File: config.mk
export PLATFORM = sky130hd
export DESIGN_NAME = dws_cell
export DESIGN_NICKNAME = d
export VERILOG_FILES = /design/src/rtl/dws_pkg.sv /design/src/rtl/dws_cell.sv
export SDC_FILE = /design/constraint.sdc
export NUM_CORES = 1
export LEC_CHECK = 0
export ABC_AREA = 1
export CORE_MARGIN = 8
export CORE_UTILIZATION = 39
export DETAILED_ROUTE_END_ITERATION = 12
export DONT_BUFFER_PORTS = 1
export PLACE_DENSITY = 0.65
export REMOVE_ABC_BUFFERS = 1
export SLEW_MARGIN = 20
export SYNTH_ARGS = -nofsm -noshare
export SYNTH_HDL_FRONTEND = slang
export SYNTH_SLANG_ARGS = --single-unit
export TNS_END_PERCENT = 10
File: constraint.sdc
create_clock -name clk_i -period 6.9 [get_ports clk_i]
set_input_delay 2.07 -clock clk_i [delete_from_list [all_inputs] [get_ports clk_i]]
set_output_delay 2.07 -clock clk_i [all_outputs]
set_load 0.03 [all_outputs]
File: src/rtl/dws_pkg.sv
package dws_pkg;

  localparam int MaxItems   = 64;
  localparam int WeightBits = 32;
  localparam int TagBits    = 16;

  typedef struct packed {
    logic [WeightBits-1:0] weight;
    logic [TagBits-1:0]    tag;
  } item_t;

  typedef struct packed {
    logic  valid;
    item_t item;
  } cell_t;

  // Per-cycle command broadcast to every cell of the chain.
  typedef struct packed {
    logic insert;
    logic shift;
  } ctrl_t;

  typedef enum logic {
    StLoad,
    StDrain
  } state_e;

endpackage

File: src/rtl/dws_cell.sv
module dws_cell (
  input  logic           clk_i,
  input  logic           rst_ni,
  input  dws_pkg::ctrl_t ctrl_i,
  input  dws_pkg::item_t new_i,
  input  dws_pkg::cell_t prev_i,
  input  logic           prev_take_i,
  input  dws_pkg::cell_t next_i,
  output dws_pkg::cell_t cell_o,
  output logic           take_o
);
  import dws_pkg::*;

  logic  valid_q, valid_d;
  item_t item_q, item_d;

  // The new item belongs at or before this cell when the cell is empty or
  // holds a weight that is not larger. Ties put the newer item first.
  assign take_o = !valid_q || (new_i.weight >= item_q.weight);

  always_comb begin
    valid_d = valid_q;
    item_d  = item_q;
    if (ctrl_i.insert) begin
      if (prev_take_i) begin
        valid_d = prev_i.valid;
        item_d  = prev_i.item;
      end else if (take_o) begin
        valid_d = 1'b1;
        item_d  = new_i;
      end
    end else if (ctrl_i.shift) begin
      valid_d = next_i.valid;
      item_d  = next_i.item;
    end
  end

  always_ff @(posedge clk_i or negedge rst_ni) begin
    if (!rst_ni) begin
      valid_q <= 1'b0;
    end else begin
      valid_q <= valid_d;
    end
  end

  always_ff @(posedge clk_i) begin
    item_q <= item_d;
  end

  assign cell_o.valid = valid_q;
  assign cell_o.item  = item_q;

endmodule
Yosys cells after proc, flatten, opt, wreduce, memory -nomap -nowiden
Index checks and enable logic that the tools add are counted.
{"block": "word_totals", "ff_bits": 49, "input_bits": 151, "wordCells": 17}
{"block": "op_classes", "order_cmp": 1, "n_eq_ne": 1, "n_mux": 8, "n_reduce_logical": 4}
{"operator": "two-way mux 48 bit", "n": 4}
{"operator": ">= comparator 32 bit", "n": 1}
{"operator": "two-way mux 1 bit", "n": 4}
{"operator": "!= test 3 x 1 -> 1 bit (second input constant)", "n": 1}
{"operator": "AND reduction 2 bit", "n": 1}
{"operator": "nonzero test 2 bit", "n": 1}
{"operator": "logical NOT 1 bit", "n": 1}
{"operator": "logical OR 1 bit", "n": 1}

Depth between registers and ports, before layout
Gate-level depths: netlist (run 1).
{"block": "logic_depth", "ltp_word": 5, "depth_mapped": 16}

Worst setup path after synthesis (run 1)
Ideal clock, no wire load.
{"block": "synth_path", "kind": "input -> output", "startpoint": "input port new_i[47] in the netlist's numbering", "endpoint": "output port take_o", "arrival_ns": 3.038, "slack_ns": 1.792, "path_stages": 7, "path_buffers": 0, "path_cell_list": "ha_1 > nand2_1 > nor2_2 > nand2_2 > a21oi_1 > nor2_2 > nand2_1"}
{"block": "synth_between", "elab_chain_len": 2}
{"element": "start: declaration", "line_no": "dws_cell.sv:5", "rtl": "input dws_pkg::item_t new_i,"}
{"element": ">= comparator 32 bit", "line_no": "dws_cell.sv:19", "rtl": "assign take_o = !valid_q || (new_i.weight >= item_q.weight);"}
{"element": "logical OR 1 bit", "line_no": "dws_cell.sv:19"}
{"element": "end: declaration", "line_no": "dws_cell.sv:10", "rtl": "output logic take_o"}
No other way between the ends.

Worst setup path in the final report (run 1)
{"block": "layout_path", "startpoint": "input port new_i[23] in the netlist's numbering", "endpoint": "output port take_o"}
The elaborated chain is that of the path after synthesis.

==> results of run 1 <==
-- through the flow --
| step | total power (µW) | worst slack, ns | instances |
|---|---|---|---|
| after floorplan | 571 | 1.79 | 396 |
| after CTS | 805 | 1.62 | 509 |
| after detailed placement | 615 | 1.62 | 501 |
| after global routing | 837 | 1.50 | 510 |
| final | 796 | 1.64 | 510 |
| after global placement | 608 | 1.64 | 501 |
-- layout make-up --
class                   instances  area (µm²)  share of cell area, %
well taps                     105         131                   3.81
inverters                      44         166                   4.82
repair buffers                  1        27.5                  0.798
clock buffers                   5        68.8                   1.99
multi-input cells             303        1560                   45.3
clock inverters                 3        28.8                  0.834
flip-flops and latches         49        1470                   42.5
-- power by group through the flow --
stage	Sequential [µW]	Clock, µW	Combinational (µW)
finish	467	190	138
global route	472	203	163
CTS	469	196	140
detailed placement	476	0	139
global placement	475	0	133
floorplan	463	0	108
-- metal layers --
metal,up-vias,share of wire (%)
met5,-,0
met2,123,51
li1,1323,-
met3,9,10
met4,0,1.4
met1,1216,38
-- synth_stat cells --
cell and count:
buf_2 7, a21oi_1 13, nor3_1 1, ha_1 32, nor2_2 3, edfxtp_1 48, or2_2 1, clkbuf_1 4
o21ai_0 2, o21ai_1 1, buf_4 4, o21a_1 1, nand2_1 182, a21oi_2 1, nand3b_1 1, o22a_1 1
nor2_4 1, inv_1 40, buf_6 1, dfrtp_1 1, nand3_2 1, inv_2 4, nand3_1 49, nand2_2 3
nor2_1 7, nand4_1 3
-- tightest hold or removal path: stages, from the launching register on --
cell	delay, ns
dfrtp_1	0.52
nand2_1	0.12
nand2_1	0.04
-- how the worst max path moves through the flow --
stage	startpoint	endpoint
after global routing	new_i[27]	take_o
final	new_i[23]	take_o
after floorplan	new_i[47]	take_o
after detailed placement	new_i[23]	take_o
after CTS	new_i[23]	take_o
after global placement	new_i[27]	take_o
-- sequential cells by signal, summed over array words and instances, names as in the netlist --
| signal | cells |
|---|---|
| cell_o | 48 |
| valid_q | 1 |
-- cells by family (layout without fill, tap and decap cells) --
group | after synthesis | in the layout
simple gates | 252 | 252
compound gates | 19 | 19
flops | 49 | 49
fa+ha+maj | 32 | 32
buf+inv | 60 | 53
-- cell usage in the layout (no fill, tap or decap) --
cell / instances
inv_1: 39
ha_1: 32
inv_2: 4
or2_2: 1
nor2_4: 2
clkinv_4: 1
nor3_1: 1
inv_8: 1
nand3_2: 1
a21oi_2: 1
inv_6: 1
clkinv_2: 1
nor2_1: 7
nand3b_1: 1
buf_16: 1
o21ai_0: 2
edfxtp_1: 48
dfrtp_1: 1
nor2_2: 2
o21a_1: 1
o21ai_1: 1
nand2_1: 182
nand2_2: 3
nand3_1: 49
nand4_1: 3
a21oi_1: 13
clkbuf_8: 5
o22a_1: 1
==> qor.txt, run 1 <==
Max Slew Vio Count: 0
post-route ant nets: 0
Final Wtd Congestion: 0.783
Setup CP Type: input pin to output port
synthesized area: 0.00328 mm²
synthesized instance count: 412
ANT cells: 0
final wirelength: 9120 µm
Crit path max-delay family: simple AND/OR/NAND/NOR gates
Die Area: 0.0116 mm²
adder-cell share of the synthesized area: 12.2%
Pint: 502 µW
DRC Markers: 0
largest net degree at the start of global routing: 50
met3 Use GR: 5.51%
H-Tree Depth: 2
Unique masters post-synth: 26
Final HPWL DP: 7130 µm
slowest stage cell, crit path: ha_1
relative slew slack: 41.9%
Worst R2R Start: cell_o[23]$_DFFE_PP_
io pins: 201
hold-fix buffers at CTS: 0
met1 usage: 16.1%
Ys Warns: 0
Switching Fraction: 37.0%
RSZ-0062 raised after global routing: no
Worst-Margin Slew: 0.871 ns
CP startpoint kind: input pin
Logic pwr share: 17.4%
Via Count: 2671
required time of the critical path: 4.83 ns
Max-Cap Viols: 0
Yosys reg bits: 49
Initial Util: 40.1%
Power Dens Cells: 231 mW/mm²
R2R cell count: 14
Total GRT Usage: 15.1%
share of the synthesized area in the top cell type: 44.0%
xor/xnor share of the synthesized area: 0%
Area Growth Syn to Fin: 5.23%
setup violators final: 0
Std-Cell Rows: 33
Synth Area in Simple Gates: 32.0%
busiest grt layer: met2
WP buf/inv: 1
most used cell, CP: nand2_1
post-synthesis mux area share: 0%
worst hold path class: flip-flop to flip-flop
CTS tree: done
net switching power: 294 µW
cell taking the most area after synthesis: edfxtp_1
GR Overflow Total: 0
initial antenna violation count: 0
number of global-route vias before repair: 2749
post-CTS sizing: 0
Root Driver: clkbuf_8
FMAX: 190 MHz
worst hold slack: 0.718 ns
worst path cell trace: ha_1, nand2_1, inv_2, nand2_1, nor2_1, nor2_1, nand2_1, nand2_1, nand2_1, nand2_2, nand2_1
worst-path maximum fanout: 2
vias per inst: 5.24
Flop pwr share: 58.7%
ranking of synthesized cells by area: edfxtp_1 44%, nand2_1 21%, ha_1 12%, nand3_1 7.5%, inv_1 4.6%
Hold Crit Start: valid_q$_DFFE_PN0P_
Setup Total Neg Slack: 0 ns
largest family of logic cells by synthesized area: simple AND/OR/NAND/NOR gates
CTS Buf Count: 5
Leakage: 0.00160 µW
Final Cycle Share: 76.2%
clk_lat worst skew: 0.32 ns
Reg2Reg Setup Slack: 4.00 ns
peak supply drop: 0.000105 V
Post-CTS Setup Bufs: 0
starting DRC count in detailed routing: 94
share of layout cells above drive strength 1: 5.93%
first-pass GRT wire length: 13900 µm
R2R Path End: cell_o[20]$_DFFE_PP_
Min Clock Period, post-route: 5.26 ns
Worst Hold End: valid_q$_DFFE_PN0P_
Nets: 587
clock-pin slew on the worst setup and hold paths: 0.10 ns
syn avg cell area: 7.96 µm²
TritonRoute pass-1 iters: 4
FILL cells: 826
Die Wd: 108 µm
register area share after synthesis: 44.7%
type of element capturing the critical path: output port
CTS max path bufs: 2
clock share of power: 23.9%
clock skew after layout: 0.0117 ns
CORE AREA: 0.00818 mm²
status: complete, no violations
dpl cell area: 0.00332 mm²
WL/cell: 17.9 µm
hold depth: 2
Die Ht: 108 µm
met2 Usage GRT: 27.1%
Worst EP arrival: 3.19 ns
slowest cell delay on critical path: 0.28 ns
final instance area: 0.00345 mm²
Levels on crit path: 11
Final Core Density: 42.2%
endpoints failing hold: 0
number of port buffers: 0
clock sink total: 49
complex-gate fraction of the synthesized area: 3.20%
No activity file was read; power rests on OpenSTA's default activity.
==> run 2: changes to the inputs <==
==> constraint.sdc (replaced) <==
create_clock -name clk_i -period 5.15 [get_ports clk_i]
set_input_delay 1.545 -clock clk_i [delete_from_list [all_inputs] [get_ports clk_i]]
set_output_delay 1.545 -clock clk_i [all_outputs]
set_load 0.03 [all_outputs]
==> run 2 against run 1 <==
Effect of this change: routed wire length decreased by 0.67%; combinational power grew 33%; sequential power rose by 34%; via count rose by 1.2%; first-iteration DRC count grew 4.3%; critical path depth unchanged; global-route usage shrank 0.22 points; power grew 31%; die area is the same; critical endpoint unchanged; highest routed layer unchanged.
==> qor.txt, run 2 (synthesis gave the netlist of run 1 again) <==
clock skew after layout: 0.00421 ns (-0.00750 ns)
FILL cells: 847 (+2.5%)
number of global-route vias before repair: 2740 (-0.33%)
Min Clock Period, post-route: 4.20 ns
worst path cell trace: ha_1, nand2_1, inv_1, nand2_1, nand2_1, nand2_1, nand2_1, nand2_1, nand2_1, nand2_2, nand2_1
WL/cell: 17.7 µm (-0.86%)
Via Count: 2704 (+1.2%)
DRC Markers: 0 (unchanged)
Initial Util: 40.1% (unchanged)
status: complete, no violations
Logic pwr share: 17.6% (+0.2 points)
vias per inst: 5.29 (+1.0%)
largest net degree at the start of global routing: 50 (unchanged)
CTS max path bufs: 2 (unchanged)
Nets: 588 (+0.17%)
Final Core Density: 42.0% (-0.24 points)
H-Tree Depth: 2 (unchanged)
Layout Cells excl Fill: 511 (+0.20%)
peak supply drop: 0.000133 V (+26%)
io pins: 201 (unchanged)
Power Dens Cells: 305 mW/mm² (+32%)
R2R cell count: 14 (unchanged)
Final Power: 1050 µW (+31%)
Std-Cell Rows: 33 (unchanged)
ANT cells: 0 (unchanged)
slowest stage cell, crit path: ha_1
starting DRC count in detailed routing: 98 (+4.3%)
Flop pwr share: 59.8% (+1.1 points)
initial antenna violation count: 0 (unchanged)
Worst-Margin Slew: 0.864 ns (-0.00721 ns)
net switching power: 380 µW (+29%)
Area Growth Syn to Fin: 4.62%
Final Wtd Congestion: 0.780 (-0.38%)
Die Area: 0.0116 mm² (unchanged)
Levels on crit path: 11 (unchanged)
Switching Fraction: 36.4% (-0.61 points)
setup violators final: 0 (unchanged)
Max Slew Vio Count: 0 (unchanged)
slowest cell delay on critical path: 0.30 ns (+0.02 ns)
worst hold slack: 0.716 ns (-0.00128 ns)
Post-CTS Setup Bufs: 0 (unchanged)
CORE AREA: 0.00818 mm² (unchanged)
RSZ-0062 raised after global routing: no
final wirelength: 9060 µm (-0.67%)
Leakage: 0.00159 µW (-0.41%)
type of element capturing the critical path: output port
max FFs per register: 48 (unchanged)
hold depth: 2 (unchanged)
placed insts: 503 (+0.40%)
Die Ht: 108 µm (unchanged)
Setup CP Type: input pin to output port
post-CTS sizing: 0 (unchanged)
worst hold path class: flip-flop to flip-flop
Total GRT Usage: 14.9% (-0.22 points)
most frequent cells in the layout: 182 x nand2_1, 49 x nand3_1, 48 x edfxtp_1, 39 x inv_1, 32 x ha_1
Root Driver: clkbuf_8
clock share of power: 22.6% (-1.3 points)
share of layout cells above drive strength 1: 5.91% (-0.015 points)
clk_lat worst skew: 0.30 ns (-0.02 ns)
most common cell after layout, fill and taps aside: nand2_1
hold-fix buffers at CTS: 0 (unchanged)
Pint: 666 µW (+33%)
worst-path maximum fanout: 3 (+1)
TritonRoute pass-1 iters: 7 (+3)
clock sink total: 49 (unchanged)
endpoints failing hold: 0 (unchanged)
CTS tree: done
WP buf/inv: 1 (unchanged)
Worst EP arrival: 2.65 ns (-0.54 ns)
CTS Buf Count: 5 (unchanged)
Crit path max-delay family: simple AND/OR/NAND/NOR gates
required time of the critical path: 3.61 ns (-1.22 ns)
Final Cycle Share: 81.5%
clock-pin slew on the worst setup and hold paths: 0.10 ns (about the same)
Die Wd: 108 µm (unchanged)
CP startpoint kind: input pin
Final HPWL DP: 7230 µm (+1.4%)
FMAX: 238 MHz
Setup Total Neg Slack: 0 ns (unchanged)
post-route ant nets: 0 (unchanged)
GR Overflow Total: 0 (unchanged)
Max-Cap Viols: 0 (unchanged)
relative slew slack: 42.4% (+0.48 points)
most used cell, CP: nand2_1
first-pass GRT wire length: 13600 µm (-1.7%)
number of port buffers: 0 (unchanged)
==> run 2: cell count changes in the layout (fill, tap and decap cells not counted) <==
cell / before / now
buf_16: 1 / 0
buf_4: 0 / 2
clkinv_1: 0 / 1
inv_8: 1 / 0
==> run 2: metrics by stage <==
| step | setup slack [ns] | area (µm²) |
|---|---|---|
| finish | 0.951 | 3430 |
| detailed placement | 0.916 | 3340 |
| floorplan | 1.09 | 3190 |
| global route | 0.850 | 3430 |
| global placement | 0.940 | 3340 |
| CTS | 0.913 | 3430 |
==> run 2: cell type report <==
cell class | instances | area (µm²) | share of cell area [%]
tap | 105 | 131 | 3.83
inverter | 44 | 166 | 4.85
sequential | 49 | 1470 | 42.7
multi-input combinational | 303 | 1560 | 45.5
clock buffer | 5 | 68.8 | 2.01
timing repair buffer | 2 | 15.0 | 0.438
clock inverter | 3 | 21.3 | 0.620
==> run 2: per-layer routing <==
layer	global-route usage, %	part of all wire [%]	up-vias
met5	0	0	-
met4	4.26	0.91	0
li1	-	-	1323
met1	14.4	35	1248
met2	27.9	52	129
met3	6.17	11	4
==> run 2: worst register-to-register path, stage by stage, from the launching register on <==
cell and delay [ns]:
edfxtp_1 0.56, inv_1 0.08, ha_1 0.29, nand2_1 0.09, inv_2 0.03, nand2_1 0.08, nor2_1 0.05, nor2_1 0.08
nand2_1 0.06, nand2_1 0.05, nand2_1 0.07, nand2_2 0.08, nand3_2 0.08, nand2_2 0.11, clkinv_2 0.66
==> run 2: path summary, 6_finish.rpt <==
kind | startpoint | end | slack [ns]
setup / recovery | new_i[19] | take_o | 0.95
hold / removal | valid_q$_DFFE_PN0P_ | valid_q$_DFFE_PN0P_ | 0.72
setup reg to reg | cell_o[21]$_DFFE_PP_ | cell_o[42]$_DFFE_PP_ | 2.26
hold reg to reg | valid_q$_DFFE_PN0P_ | valid_q$_DFFE_PN0P_ | 0.72
max in group asynchronous | rst_ni | valid_q$_DFFE_PN0P_ | 4.16
min in group asynchronous | rst_ni | valid_q$_DFFE_PN0P_ | 0.92
==> run 2: power by group through the flow <==
stage | Combinational, µW | Clock [µW] | Sequential (µW)
detailed placement | 189 | 0 | 637
CTS | 189 | 247 | 628
floorplan | 145 | 0 | 621
finish | 184 | 237 | 625
global route | 217 | 260 | 632
global placement | 179 | 0 | 637
==> run 3: changes to the inputs <==
==> constraint.sdc (replaced) <==
create_clock -name clk_i -period 4 [get_ports clk_i]
set_input_delay 1.2 -clock clk_i [delete_from_list [all_inputs] [get_ports clk_i]]
set_output_delay 1.2 -clock clk_i [all_outputs]
set_load 0.03 [all_outputs]
==> run 3 against run 2 <==
Effect of this change: sequential share of layout area is 0.28 points lower; via count is 0.22% higher; setup slack got worse by 0.46 ns; routed wire length is 1.6% higher; cell count rose by 0.20%; non-clock buffer count grew 1; power increased by 30%; critical path depth decreased by 4; register-to-register slack got worse by 0.82 ns; sequential cell count did not move; highest routed layer unchanged.
==> qor.txt, run 3 (synthesis gave the netlist of run 1 again) <==
status: complete, no violations
number of port buffers: 0 (unchanged)
Post-CTS Setup Bufs: 0 (unchanged)
max FFs per register: 48 (unchanged)
CP startpoint kind: input pin
starting DRC count in detailed routing: 110 (+12%)
Logic pwr share: 17.7% (about the same)
clock share of power: 23.1% (+0.5 points)
clk_lat worst skew: 0.31 ns (about the same)
ANT cells: 0 (unchanged)
most common cell after layout, fill and taps aside: nand2_1
Initial Util: 40.1% (unchanged)
post-CTS sizing: 0 (unchanged)
Std-Cell Rows: 33 (unchanged)
Die Wd: 108 µm (unchanged)
setup violators final: 0 (unchanged)
final wirelength: 9210 µm (+1.6%)
required time of the critical path: 2.80 ns (-0.81 ns)
Flop pwr share: 59.2% (-0.6 points)
CTS Buf Count: 5 (unchanged)
Pint: 861 µW (+29%)
Nets: 589 (+0.17%)
Final Wtd Congestion: 0.787 (+0.95%)
peak supply drop: 0.000151 V (+14%)
Max-Cap Viols: 0 (unchanged)
Final Cycle Share: 87.8%
Max Slew Vio Count: 0 (unchanged)
final instance area: 0.00345 mm² (+0.66%)
post-route setup slack: 0.487 ns (-0.464 ns)
io pins: 201 (unchanged)
Die Area: 0.0116 mm² (unchanged)
TritonRoute pass-1 iters: 4 (-3)
Leakage: 0.00160 µW (+0.54%)
share of layout cells above drive strength 1: 6.39% (+0.48 points)
CTS tree: done
Final Core Density: 42.2% (+0.28 points)
worst hold path class: input pin to asynchronous set/reset pin
Final Power: 1360 µW (+30%)
RSZ-0062 raised after global routing: no
Die Ht: 108 µm (unchanged)
initial antenna violation count: 0 (unchanged)
Area Growth Syn to Fin: 5.30%
type of element capturing the critical path: output port
CORE AREA: 0.00818 mm² (unchanged)
hold-fix buffers at CTS: 0 (unchanged)
vias per inst: 5.29 (about the same)
FILL cells: 818 (-3.4%)
worst-path maximum fanout: 2 (-1)
dpl cell area: 0.00336 mm² (+0.60%)
number of global-route vias before repair: 2810 (+2.6%)
Worst EP arrival: 2.31 ns (-0.34 ns)
Worst-Margin Slew: 0.825 ns (-0.0386 ns)
largest net degree at the start of global routing: 49 (-2.0%)
Setup WS pre-CTS: 0.466 ns (-0.450 ns)
clock sink total: 49 (unchanged)
Via Count: 2710 (+0.22%)
most frequent cells in the layout: 182 x nand2_1, 49 x nand3_1, 48 x edfxtp_1, 39 x inv_1, 32 x ha_1
FMAX: 285 MHz
net switching power: 498 µW (+31%)
Setup Total Neg Slack: 0 ns (unchanged)
GR Overflow Total: 0 (unchanged)
WL/cell: 18.0 µm (+1.4%)
endpoints failing hold: 0 (unchanged)
Total GRT Usage: 15.7% (+0.80 points)
Min Clock Period, post-route: 3.51 ns
relative slew slack: 45.0% (+2.6 points)
Power Dens Cells: 394 mW/mm² (+29%)
Switching Fraction: 36.6% (+0.27 points)
first-pass GRT wire length: 14300 µm (+4.8%)
Final HPWL DP: 7380 µm (+2.0%)
Setup CP Type: input pin to output port
H-Tree Depth: 2 (unchanged)
CTS max path bufs: 2 (unchanged)
Root Driver: clkbuf_8
clock skew after layout: 0.00562 ns (+0.00141 ns)
post-route ant nets: 0 (unchanged)
clock-pin slew on the worst setup and hold paths: 0.10 ns (about the same)
DRC Markers: 0 (unchanged)
[run 3: changes by cell type in the layout (fill, tap and decap cells not counted), sizes merged]
cell / delta
inv: +1
clkinvlp: +1
buf: +1
clkinv: -2
[run 3: power groups by stage]
| stage | clock, µW | combinational, µW | sequential [µW] |
|---|---|---|---|
| after floorplan | 0 | 186 | 800 |
| after global placement | 0 | 236 | 818 |
| after detailed placement | 0 | 246 | 819 |
| after CTS | 327 | 247 | 808 |
| after global routing | 342 | 284 | 812 |
| final | 314 | 241 | 804 |
[run 3: area by class of cell]
cell class                 instances  area (µm²)  share of cell area [%]
clock inverter                     3        25.0                   0.725
multi-input combinational        303        1560                    45.2
sequential                        49        1470                    42.5
clock buffer                       5        68.8                    1.99
inverter                          44         165                    4.78
timing repair buffer               3        35.0                    1.01
tap                              105         131                    3.80
[run 3: worst paths after layout]
path / startpoint / depth (start not counted) / end / slack, ns
worst max-delay path: new_i[39] / 7 / take_o / 0.49
worst min-delay path: rst_ni / 0 / valid_q$_DFFE_PN0P_ / 0.57
worst max register to register: cell_o[23]$_DFFE_PP_ / 15 / cell_o[31]$_DFFE_PP_ / 1.44
worst min register to register: valid_q$_DFFE_PN0P_ / 2 / valid_q$_DFFE_PN0P_ / 0.71
max in group asynchronous: rst_ni / 0 / valid_q$_DFFE_PN0P_ / 3.36
min in group clk_i: valid_q$_DFFE_PN0P_ / 2 / valid_q$_DFFE_PN0P_ / 0.71
[run 3: metal layers]
layer	part of all wire [%]	wire (µm)	vias up	global-route usage, %
li1	-	-	1326	-
met1	37	3410	1251	16.1
met2	51	4740	125	28.7
met3	10	940	8	5.87
met4	1.3	116	0	4.66
met5	0	0	-	0
[run 3: worst max-delay path, cell delays in order]
cell and delay, ns:
ha_1 0.27, nand2_1 0.07, nor2_1 0.16, nand4_1 0.17, nor2_4 0.12, nand2_2 0.07
nand2_1 0.25
[run 3: through the flow]
| step | std cells | hold slack [ns] |
|---|---|---|
| 6_report | 512 | 0.573 |
| 5_1_grt | 512 | 0.544 |
| 4_1_cts | 512 | 0.556 |
| 3_5_place_dp | 504 | 0.693 |
| 3_3_place_gp | 504 | 0.698 |
| 2_1_floorplan | 396 | 0.661 |
